**src/rtl/pcd_pkg.sv**
```systemverilog
// ----------------------------------------------------------------------------
// pcd_pkg
// Shared types and codes of the permutation cycle decomposer.
// ----------------------------------------------------------------------------
package pcd_pkg;

  // Status codes of a result item
  localparam logic [1:0] ST_ELEM    = 2'd0;
  localparam logic [1:0] ST_OK      = 2'd1;
  localparam logic [1:0] ST_NOTBIJ  = 2'd2;
  localparam logic [1:0] ST_TOOMANY = 2'd3;

  // Error flag bit positions
  localparam int ERR_BIJ  = 0;
  localparam int ERR_MANY = 1;

  // One input item
  typedef struct packed {
    logic [7:0] value;
    logic       last;
  } in_item_t;

  // One result item
  typedef struct packed {
    logic [5:0] element;
    logic       cycle_end;
    logic [1:0] status;
    logic       run_end;
  } out_item_t;

  // Commands from controller to datapath
  typedef struct packed {
    logic load;        // store one entry
    logic scan_start;  // reset scan index and cycle count
    logic scan_next;   // skip an already visited index
    logic walk_start;  // begin following from the scan index
    logic walk_step;   // one step along the current cycle
    logic summary;     // emit the summary and clear the run
  } pcd_cmd_t;

  // Status from datapath to controller
  typedef struct packed {
    logic err_any;     // run is in error
    logic scan_done;   // scan index reached the entry count
    logic visited;     // scan index already visited
    logic walk_close;  // next image returns to the cycle start
  } pcd_sts_t;

endpackage

```
**src/rtl/permutation_cycle_decomposer.sv**
```systemverilog
// ----------------------------------------------------------------------------
// permutation_cycle_decomposer
// Loads a permutation, checks it is a bijection and emits its nontrivial
// cycles followed by one summary result per run.
// ----------------------------------------------------------------------------
//  channel  ports                       transfer
//  input    start, busy, in_data        start && !busy at a rising edge
//  result   out_valid, out_data         out_valid for one cycle, always taken
//
//  Entries load one per cycle. After the last entry the controller passes
//  through a check state and then, if the check passes, scans each index in
//  turn and walks each cycle element and each fixed point, all through the
//  single read port of the image memory. busy is high from the last entry until the
//  summary is issued. Reset (rst_n, synchronous) empties the run; the image
//  memory needs no clearing. The receiver cannot stall.
module permutation_cycle_decomposer
  import pcd_pkg::*;
#(
  parameter int MAX_ENTRIES = 32
) (
  input  logic      clk,
  input  logic      rst_n,
  input  logic      start,
  output logic      busy,
  input  in_item_t  in_data,
  output logic      out_valid,
  output out_item_t out_data
);

  pcd_cmd_t cmd;
  pcd_sts_t sts;

  pcd_ctrl u_ctrl (
    .clk     (clk),
    .rst_n   (rst_n),
    .start   (start),
    .in_last (in_data.last),
    .sts     (sts),
    .busy    (busy),
    .cmd     (cmd)
  );

  pcd_dp #(
    .MAX_ENTRIES (MAX_ENTRIES)
  ) u_dp (
    .clk       (clk),
    .rst_n     (rst_n),
    .in_data   (in_data),
    .cmd       (cmd),
    .sts       (sts),
    .out_valid (out_valid),
    .out_data  (out_data)
  );

endmodule

```
**src/rtl/pcd_ctrl.sv**
```systemverilog
// ----------------------------------------------------------------------------
// pcd_ctrl
// Sequencer: load, bijection check, index scan and cycle walk.
// ----------------------------------------------------------------------------
module pcd_ctrl
  import pcd_pkg::*;
(
  input  logic     clk,
  input  logic     rst_n,
  input  logic     start,
  input  logic     in_last,
  input  pcd_sts_t sts,
  output logic     busy,
  output pcd_cmd_t cmd
);

  typedef enum logic [3:0] {
    S_IDLE  = 4'b0001,
    S_CHECK = 4'b0010,
    S_SCAN  = 4'b0100,
    S_WALK  = 4'b1000
  } state_t;

  state_t state_r, state_nxt;

  assign busy = (state_r != S_IDLE);

  // Next state and commands
  always_comb begin
    state_nxt = state_r;
    cmd       = '0;
    unique case (state_r)
      S_IDLE: begin
        if (start) begin
          cmd.load = 1'b1;
          if (in_last) state_nxt = S_CHECK;
        end
      end
      S_CHECK: begin
        if (sts.err_any) begin
          cmd.summary = 1'b1;
          state_nxt   = S_IDLE;
        end else begin
          cmd.scan_start = 1'b1;
          state_nxt      = S_SCAN;
        end
      end
      S_SCAN: begin
        if (sts.scan_done) begin
          cmd.summary = 1'b1;
          state_nxt   = S_IDLE;
        end else if (sts.visited) begin
          cmd.scan_next = 1'b1;
        end else begin
          cmd.walk_start = 1'b1;
          state_nxt      = S_WALK;
        end
      end
      S_WALK: begin
        cmd.walk_step = 1'b1;
        if (sts.walk_close) state_nxt = S_SCAN;
      end
      default: state_nxt = S_IDLE;
    endcase
  end

  always_ff @(posedge clk) begin
    if (!rst_n) state_r <= S_IDLE;
    else        state_r <= state_nxt;
  end

endmodule

```
**src/rtl/pcd_dp.sv**
```systemverilog
// ----------------------------------------------------------------------------
// pcd_dp
// Datapath: image memory, seen and visited marks, counters, result register.
// ----------------------------------------------------------------------------
module pcd_dp
  import pcd_pkg::*;
#(
  parameter  int MAX_ENTRIES = 32,
  localparam int IW = $clog2(MAX_ENTRIES),
  localparam int NW = $clog2(MAX_ENTRIES + 1),
  localparam int CW = $clog2(MAX_ENTRIES / 2 + 1)
) (
  input  logic      clk,
  input  logic      rst_n,
  input  in_item_t  in_data,
  input  pcd_cmd_t  cmd,
  output pcd_sts_t  sts,
  output logic      out_valid,
  output out_item_t out_data
);

  logic [IW-1:0]          img_mem [MAX_ENTRIES];
  logic [IW-1:0]          rd_r;
  logic [IW-1:0]          rd_addr;
  logic [MAX_ENTRIES-1:0] seen_r, visited_r;
  logic [NW-1:0]          count_r, i_r;
  logic [IW-1:0]          j_r, max_r;
  logic [1:0]             err_r;
  logic [CW-1:0]          cycles_r;
  logic                   out_valid_r;
  out_item_t              out_r;

  logic          full, v_big, bij_err, walk_fixed, walk_close, emit_elem;
  logic [IW-1:0] v_idx, i_idx;

  // Load-side decode
  assign full    = (count_r == NW'(MAX_ENTRIES));
  assign v_big   = (in_data.value >= 8'(MAX_ENTRIES));
  assign v_idx   = in_data.value[IW-1:0];
  assign i_idx   = i_r[IW-1:0];
  // a value at or beyond n but below MAX_ENTRIES shows as the largest value reaching the count
  assign bij_err = err_r[ERR_BIJ] | ({{(NW-IW){1'b0}}, max_r} >= count_r);

  // Walk decode
  assign walk_close = (rd_r == i_idx);
  assign walk_fixed = walk_close && (j_r == i_idx);
  assign emit_elem  = cmd.walk_step && !walk_fixed;

  assign sts.err_any    = err_r[ERR_MANY] | bij_err;
  assign sts.scan_done  = (i_r == count_r);
  assign sts.visited    = visited_r[i_idx];
  assign sts.walk_close = walk_close;

  // Memory read address: scan index, or the image just read while walking
  assign rd_addr = cmd.walk_step ? rd_r : i_idx;

  // Image memory
  always_ff @(posedge clk) begin
    if (cmd.load && !full) img_mem[count_r[IW-1:0]] <= v_big ? '0 : v_idx;
    rd_r <= img_mem[rd_addr];
  end

  // Run state
  always_ff @(posedge clk) begin
    if (!rst_n) begin
      count_r     <= '0;
      err_r       <= '0;
      seen_r      <= '0;
      visited_r   <= '0;
      max_r       <= '0;
      i_r         <= '0;
      j_r         <= '0;
      cycles_r    <= '0;
      out_valid_r <= 1'b0;
    end else begin
      out_valid_r <= emit_elem | cmd.summary;
      if (cmd.load) begin
        if (full) begin
          err_r[ERR_MANY] <= 1'b1;
        end else begin
          count_r <= count_r + NW'(1);
          if (v_big) begin
            err_r[ERR_BIJ] <= 1'b1;
          end else begin
            if (seen_r[v_idx]) err_r[ERR_BIJ] <= 1'b1;
            seen_r[v_idx] <= 1'b1;
            if (v_idx > max_r) max_r <= v_idx;
          end
        end
      end
      if (cmd.scan_start) begin
        i_r      <= '0;
        cycles_r <= '0;
      end
      if (cmd.scan_next)  i_r <= i_r + NW'(1);
      if (cmd.walk_start) j_r <= i_idx;
      // follow the mapping one element a cycle
      if (cmd.walk_step) begin
        if (!walk_fixed) visited_r[j_r] <= 1'b1;
        if (walk_close) begin
          i_r <= i_r + NW'(1);
          if (!walk_fixed) cycles_r <= cycles_r + CW'(1);
        end else begin
          j_r <= rd_r;
        end
      end
      // summary ends the run: clear for the next one
      if (cmd.summary) begin
        count_r   <= '0;
        err_r     <= '0;
        seen_r    <= '0;
        visited_r <= '0;
        max_r     <= '0;
      end
    end
  end

  // Result register
  always_ff @(posedge clk) begin
    if (cmd.summary) begin
      out_r.cycle_end <= 1'b0;
      out_r.run_end   <= 1'b1;
      if (err_r[ERR_MANY]) begin
        out_r.element <= '0;
        out_r.status  <= ST_TOOMANY;
      end else if (bij_err) begin
        out_r.element <= '0;
        out_r.status  <= ST_NOTBIJ;
      end else begin
        out_r.element <= 6'(cycles_r);
        out_r.status  <= ST_OK;
      end
    end else if (emit_elem) begin
      out_r.element   <= 6'(j_r);
      out_r.cycle_end <= walk_close;
      out_r.status    <= ST_ELEM;
      out_r.run_end   <= 1'b0;
    end
  end

  assign out_valid = out_valid_r;
  assign out_data  = out_r;

  // Checks
  a_count_range: assert property (@(posedge clk) disable iff (!rst_n)
    count_r <= NW'(MAX_ENTRIES))
    else $error("entry count beyond capacity");

  a_clear_after_summary: assert property (@(posedge clk) disable iff (!rst_n)
    cmd.summary |=> (count_r == '0) && (err_r == '0))
    else $error("run state not cleared after summary");

  a_walk_unvisited: assert property (@(posedge clk) disable iff (!rst_n)
    emit_elem |-> !visited_r[j_r])
    else $error("cycle walk revisited an element");

  a_elem_in_range: assert property (@(posedge clk) disable iff (!rst_n)
    out_valid_r && !out_r.run_end |-> ({1'b0, out_r.element} < 7'(count_r)))
    else $error("emitted element beyond entry count");

endmodule
```
**config.mk**
```make
export PLATFORM = sky130hd
export DESIGN_NAME = permutation_cycle_decomposer
export DESIGN_NICKNAME = d
export VERILOG_FILES = /design/src/rtl/pcd_pkg.sv /design/src/rtl/permutation_cycle_decomposer.sv /design/src/rtl/pcd_ctrl.sv /design/src/rtl/pcd_dp.sv
export SDC_FILE = /design/constraint.sdc
export NUM_CORES = 1
export LEC_CHECK = 0
export CORE_MARGIN = 1
export CORE_UTILIZATION = 45
export CTS_BUF_LIST = sky130_fd_sc_hd__clkbuf_4
export DETAILED_ROUTE_END_ITERATION = 16
export DONT_BUFFER_PORTS = 1
export GPL_TIMING_DRIVEN = 0
export HOLD_SLACK_MARGIN = 0.06
export MAX_ROUTING_LAYER = met4
export PLACE_DENSITY = 0.68
export SLEW_MARGIN = 0
export SYNTH_ARGS = -nofsm -noshare
export SYNTH_HDL_FRONTEND = slang
export SYNTH_SLANG_ARGS = --single-unit
```
**constraint.sdc**
```tcl
create_clock -name clk -period 6.6 [get_ports clk]
set_clock_uncertainty 0.05 [all_clocks]
set_input_delay 0.99 -clock clk [delete_from_list [all_inputs] [get_ports clk]]
set_output_delay 0.99 -clock clk [all_outputs]
set_load 0.01 [all_outputs]
```
==> flow_summary.ini <==
[logic_synthesis]
synthCells = 1053
synth_area_leaders = edfxtp_1 43%, dfxtp_1 18%, nand2_1 4.8%
synth_edf_count = 167
synth_area_sq_um = 11600
synth_seq_cells = 272
synthTopCellsByCount = 167 x edfxtp_1, 149 x nand2_1, 138 x nor2_1
synth_cell_types = 58
ys_seq_area_frac = 0.612
syn_nets = 1081
synthArstFlopShare = 0
synth_top_area_cell = edfxtp_1
synth.most_common_cell = edfxtp_1
synth_area_per_cell_sq_um = 11.0
ys.flop_type = edfxtp_1
synth.top_cell.area_share = 0.431
yosysWarnings = 0

[cts]
hold_buffers = 0
cts_tree = yes
clk_latency_ps = 670
clk_pin_slew_ps = 70
clockBufferDepth = 3
cts_resized = 0
cts-buffers-inserted = 72
cts-root-buf = clkbuf_4
post_cts_buffers = 0
h-tree-depth = 3
cts_sinks = 272

[power]
pwr_density_cell_nw_per_um2 = 262
p_sw_w = 0.000746
p_comb_frac = 0.029
p_leak_nw = 4.57
internal-power_w = 0.00265
sequentialPowerShare = 0.535
pwr-share-clk = 0.436
netSwitchingFraction = 0.219
vdd_ir_drop_max_uv = 141

[cells_and_area]
fin_cells = 1505
layout.nets = 1155
final_layout_size_suffix_gt1_frac = 0.147
fillers = 2312
area_growth_syn_to_layout_pct = 11.4

[route]
drc_errors = 0
antenna_left = 0
via_per_inst = 5.54
drt_iter0_drc = 577
finalWirelength_um = 27500
via_count = 8345
drtPass1Iterations = 5
wire_per_inst_um = 18.3

[worst_setup_path]
cp.arrival_ps = 3760
crit_type = reg -> reg
path_cells = inv_1 > ha_1 > a21oi_1 > o21bai_1 > a211oi_1 > o22ai_1 > nand2_1 > nand2_1 > buf_4 > buf_2 > nor2_1
startpoint = u_dp.count_r[4]
r2r_end = u_dp.visited_r[1]
r2r_slack_ps = 3360
path_max_fanout = 10
critPathCapture = u_dp.visited_r[1]
required_ps = 7130
worstSetupStartpointType = flop
critPathSlowestCell = a211oi_1
r2r_cells = 11
end_kind = flop
slowest_delay_ps = 680
rr_startpoint = u_dp.count_r[4]
critPathMostFrequentCell = nand2_1

[sta]
max_freq_mhz = 309
fin_crit_sh = 0.490
min_period_ps = 3240
slew_violations = 0
tightestPinTransition_ps = 1230
tns_ps = 0
slew-limit-headroom = 0.177
setup_viol = 0
rsz0062_at_grt = no
whs_ps = 400
hold_violations = 0

[job]
cap_violations = 0

[die]
die_area_sq_um = 26500
start_util = 0.461
die_y_um = 163
rows = 58
die_x_um = 163
core_sq_um = 25300
io_pins = 24

[hold_path]
min_path_type = in -> reg
min_path_cells = 2

[grt]
antenna_found_initial = 1
grt_first_pass_wirelength_um = 43300
grt_pass1_vias = 8168
grt_max_degree = 33
grt_remaining_overflow = 0
grt.total_usage = 0.221

[place]
gp_congestion = 0.994
dpl.cell_count = 1383
hpwl_um = 18500
io_buffers = 0

[run_status]
status = finished clean
final cells by class:
cell class,instances,area (sq um),share of cell area
inverters,19,71.3,0.00550
plain buffers,62,307,0.0236
flip-flops and latches,272,7120,0.549
multi-input cells,700,4140,0.319
clock buffers,115,863,0.0666
diodes,1,2.50,0.000193
well taps,330,413,0.0318
clock inverters,6,50.0,0.00386
power by group through the flow:
stage / Sequential (W) / Clock, W / Combinational, W
6_report: 0.00182 / 0.00148 / 0.0000982
5_1_grt: 0.00182 / 0.00159 / 0.000110
4_1_cts: 0.00182 / 0.00152 / 0.0000985
3_5_place_dp: 0.00186 / 0 / 0.0000978
3_3_place_gp: 0.00186 / 0 / 0.0000960
2_1_floorplan: 0.00185 / 0 / 0.0000685
per-layer routing:
metal  wire [um]  up-vias  global-route usage
met2       12700      302               0.332
met4         750        0              0.0879
li1            -     3990                   -
met5           0        -                   -
met3        2300       64              0.0606
met1       11800     3989               0.283
layout by cell type, fill, tap and decap left out, types with 7 or more instances in the layout:
master,instances
a21oi_1,76
a31oi_1,32
a32oi_1,21
and2_1,7
buf_2,20
clkbuf_1,32
clkbuf_4,115
dfxtp_1,105
edfxtp_1,167
ha_1,16
inv_1,19
mux2i_1,47
mux4_2,10
nand2_1,149
nand2b_1,9
nand3_1,60
nor2_1,138
nor2b_1,8
nor3_1,16
nor4_1,8
o21ai_0,19
xor2_1,14
how the worst min path moves through the flow:
stage | start | to | slack [ps]
after floorplan | u_dp.visited_r[11] | u_dp.visited_r[11] | 380
after global placement | u_dp.visited_r[15] | u_dp.visited_r[15] | 390
after detailed placement | u_dp.visited_r[11] | u_dp.visited_r[11] | 400
after CTS | start | u_ctrl.state_r[1] | 350
after global routing | start | u_ctrl.state_r[1] | 360
final | start | u_ctrl.state_r[1] | 400
registers in the layout, summed over array words and instances (netlist names):
signal          cells
u_dp.cycles_r       5
u_dp.err_r          2
u_dp.seen_r        32
u_dp.out_data       9
u_dp.max_r          5
u_dp.count_r        6
u_dp.j_r            5
u_ctrl.state_r      4
u_dp.i_r            6
u_dp.visited_r     32
u_dp.img_mem      160
u_dp.rd_r           5
u_dp.out_valid      1
kinds of logic after synthesis:
kind of cell,synth area share
adders and majority gates,0.0172
buffers and inverters,0.0325
xor gates and xnor gates,0.0151
and+or+nand+nor,0.164
AOI/OAI and AO/OA,0.0932
other,0.000322
muxes,0.0659
DFF,0.612
stage by stage:
stage | util | setup slack, ps | cell area (sq um) | power (W)
floorplan | - | 3360 | 11600 | 0.00192
global placement | 0.477 | 2920 | 12000 | 0.00195
detailed placement | 0.477 | 2870 | 12000 | 0.00195
CTS | 0.513 | 3400 | 13000 | 0.00344
global route | 0.513 | 3130 | 13000 | 0.00352
finish | 0.513 | 3360 | 13000 | 0.00340
worst max-delay path: cells and delay by family, from the launching register on:
kind	cells	cell delay, ps
and+or+nand+nor	3	590
DFF	1	470
AOI/OAI and AO/OA	4	1120
adders and majority gates	1	320
buffers and inverters	3	610
Note: power is estimated with default switching activity, not from simulation.
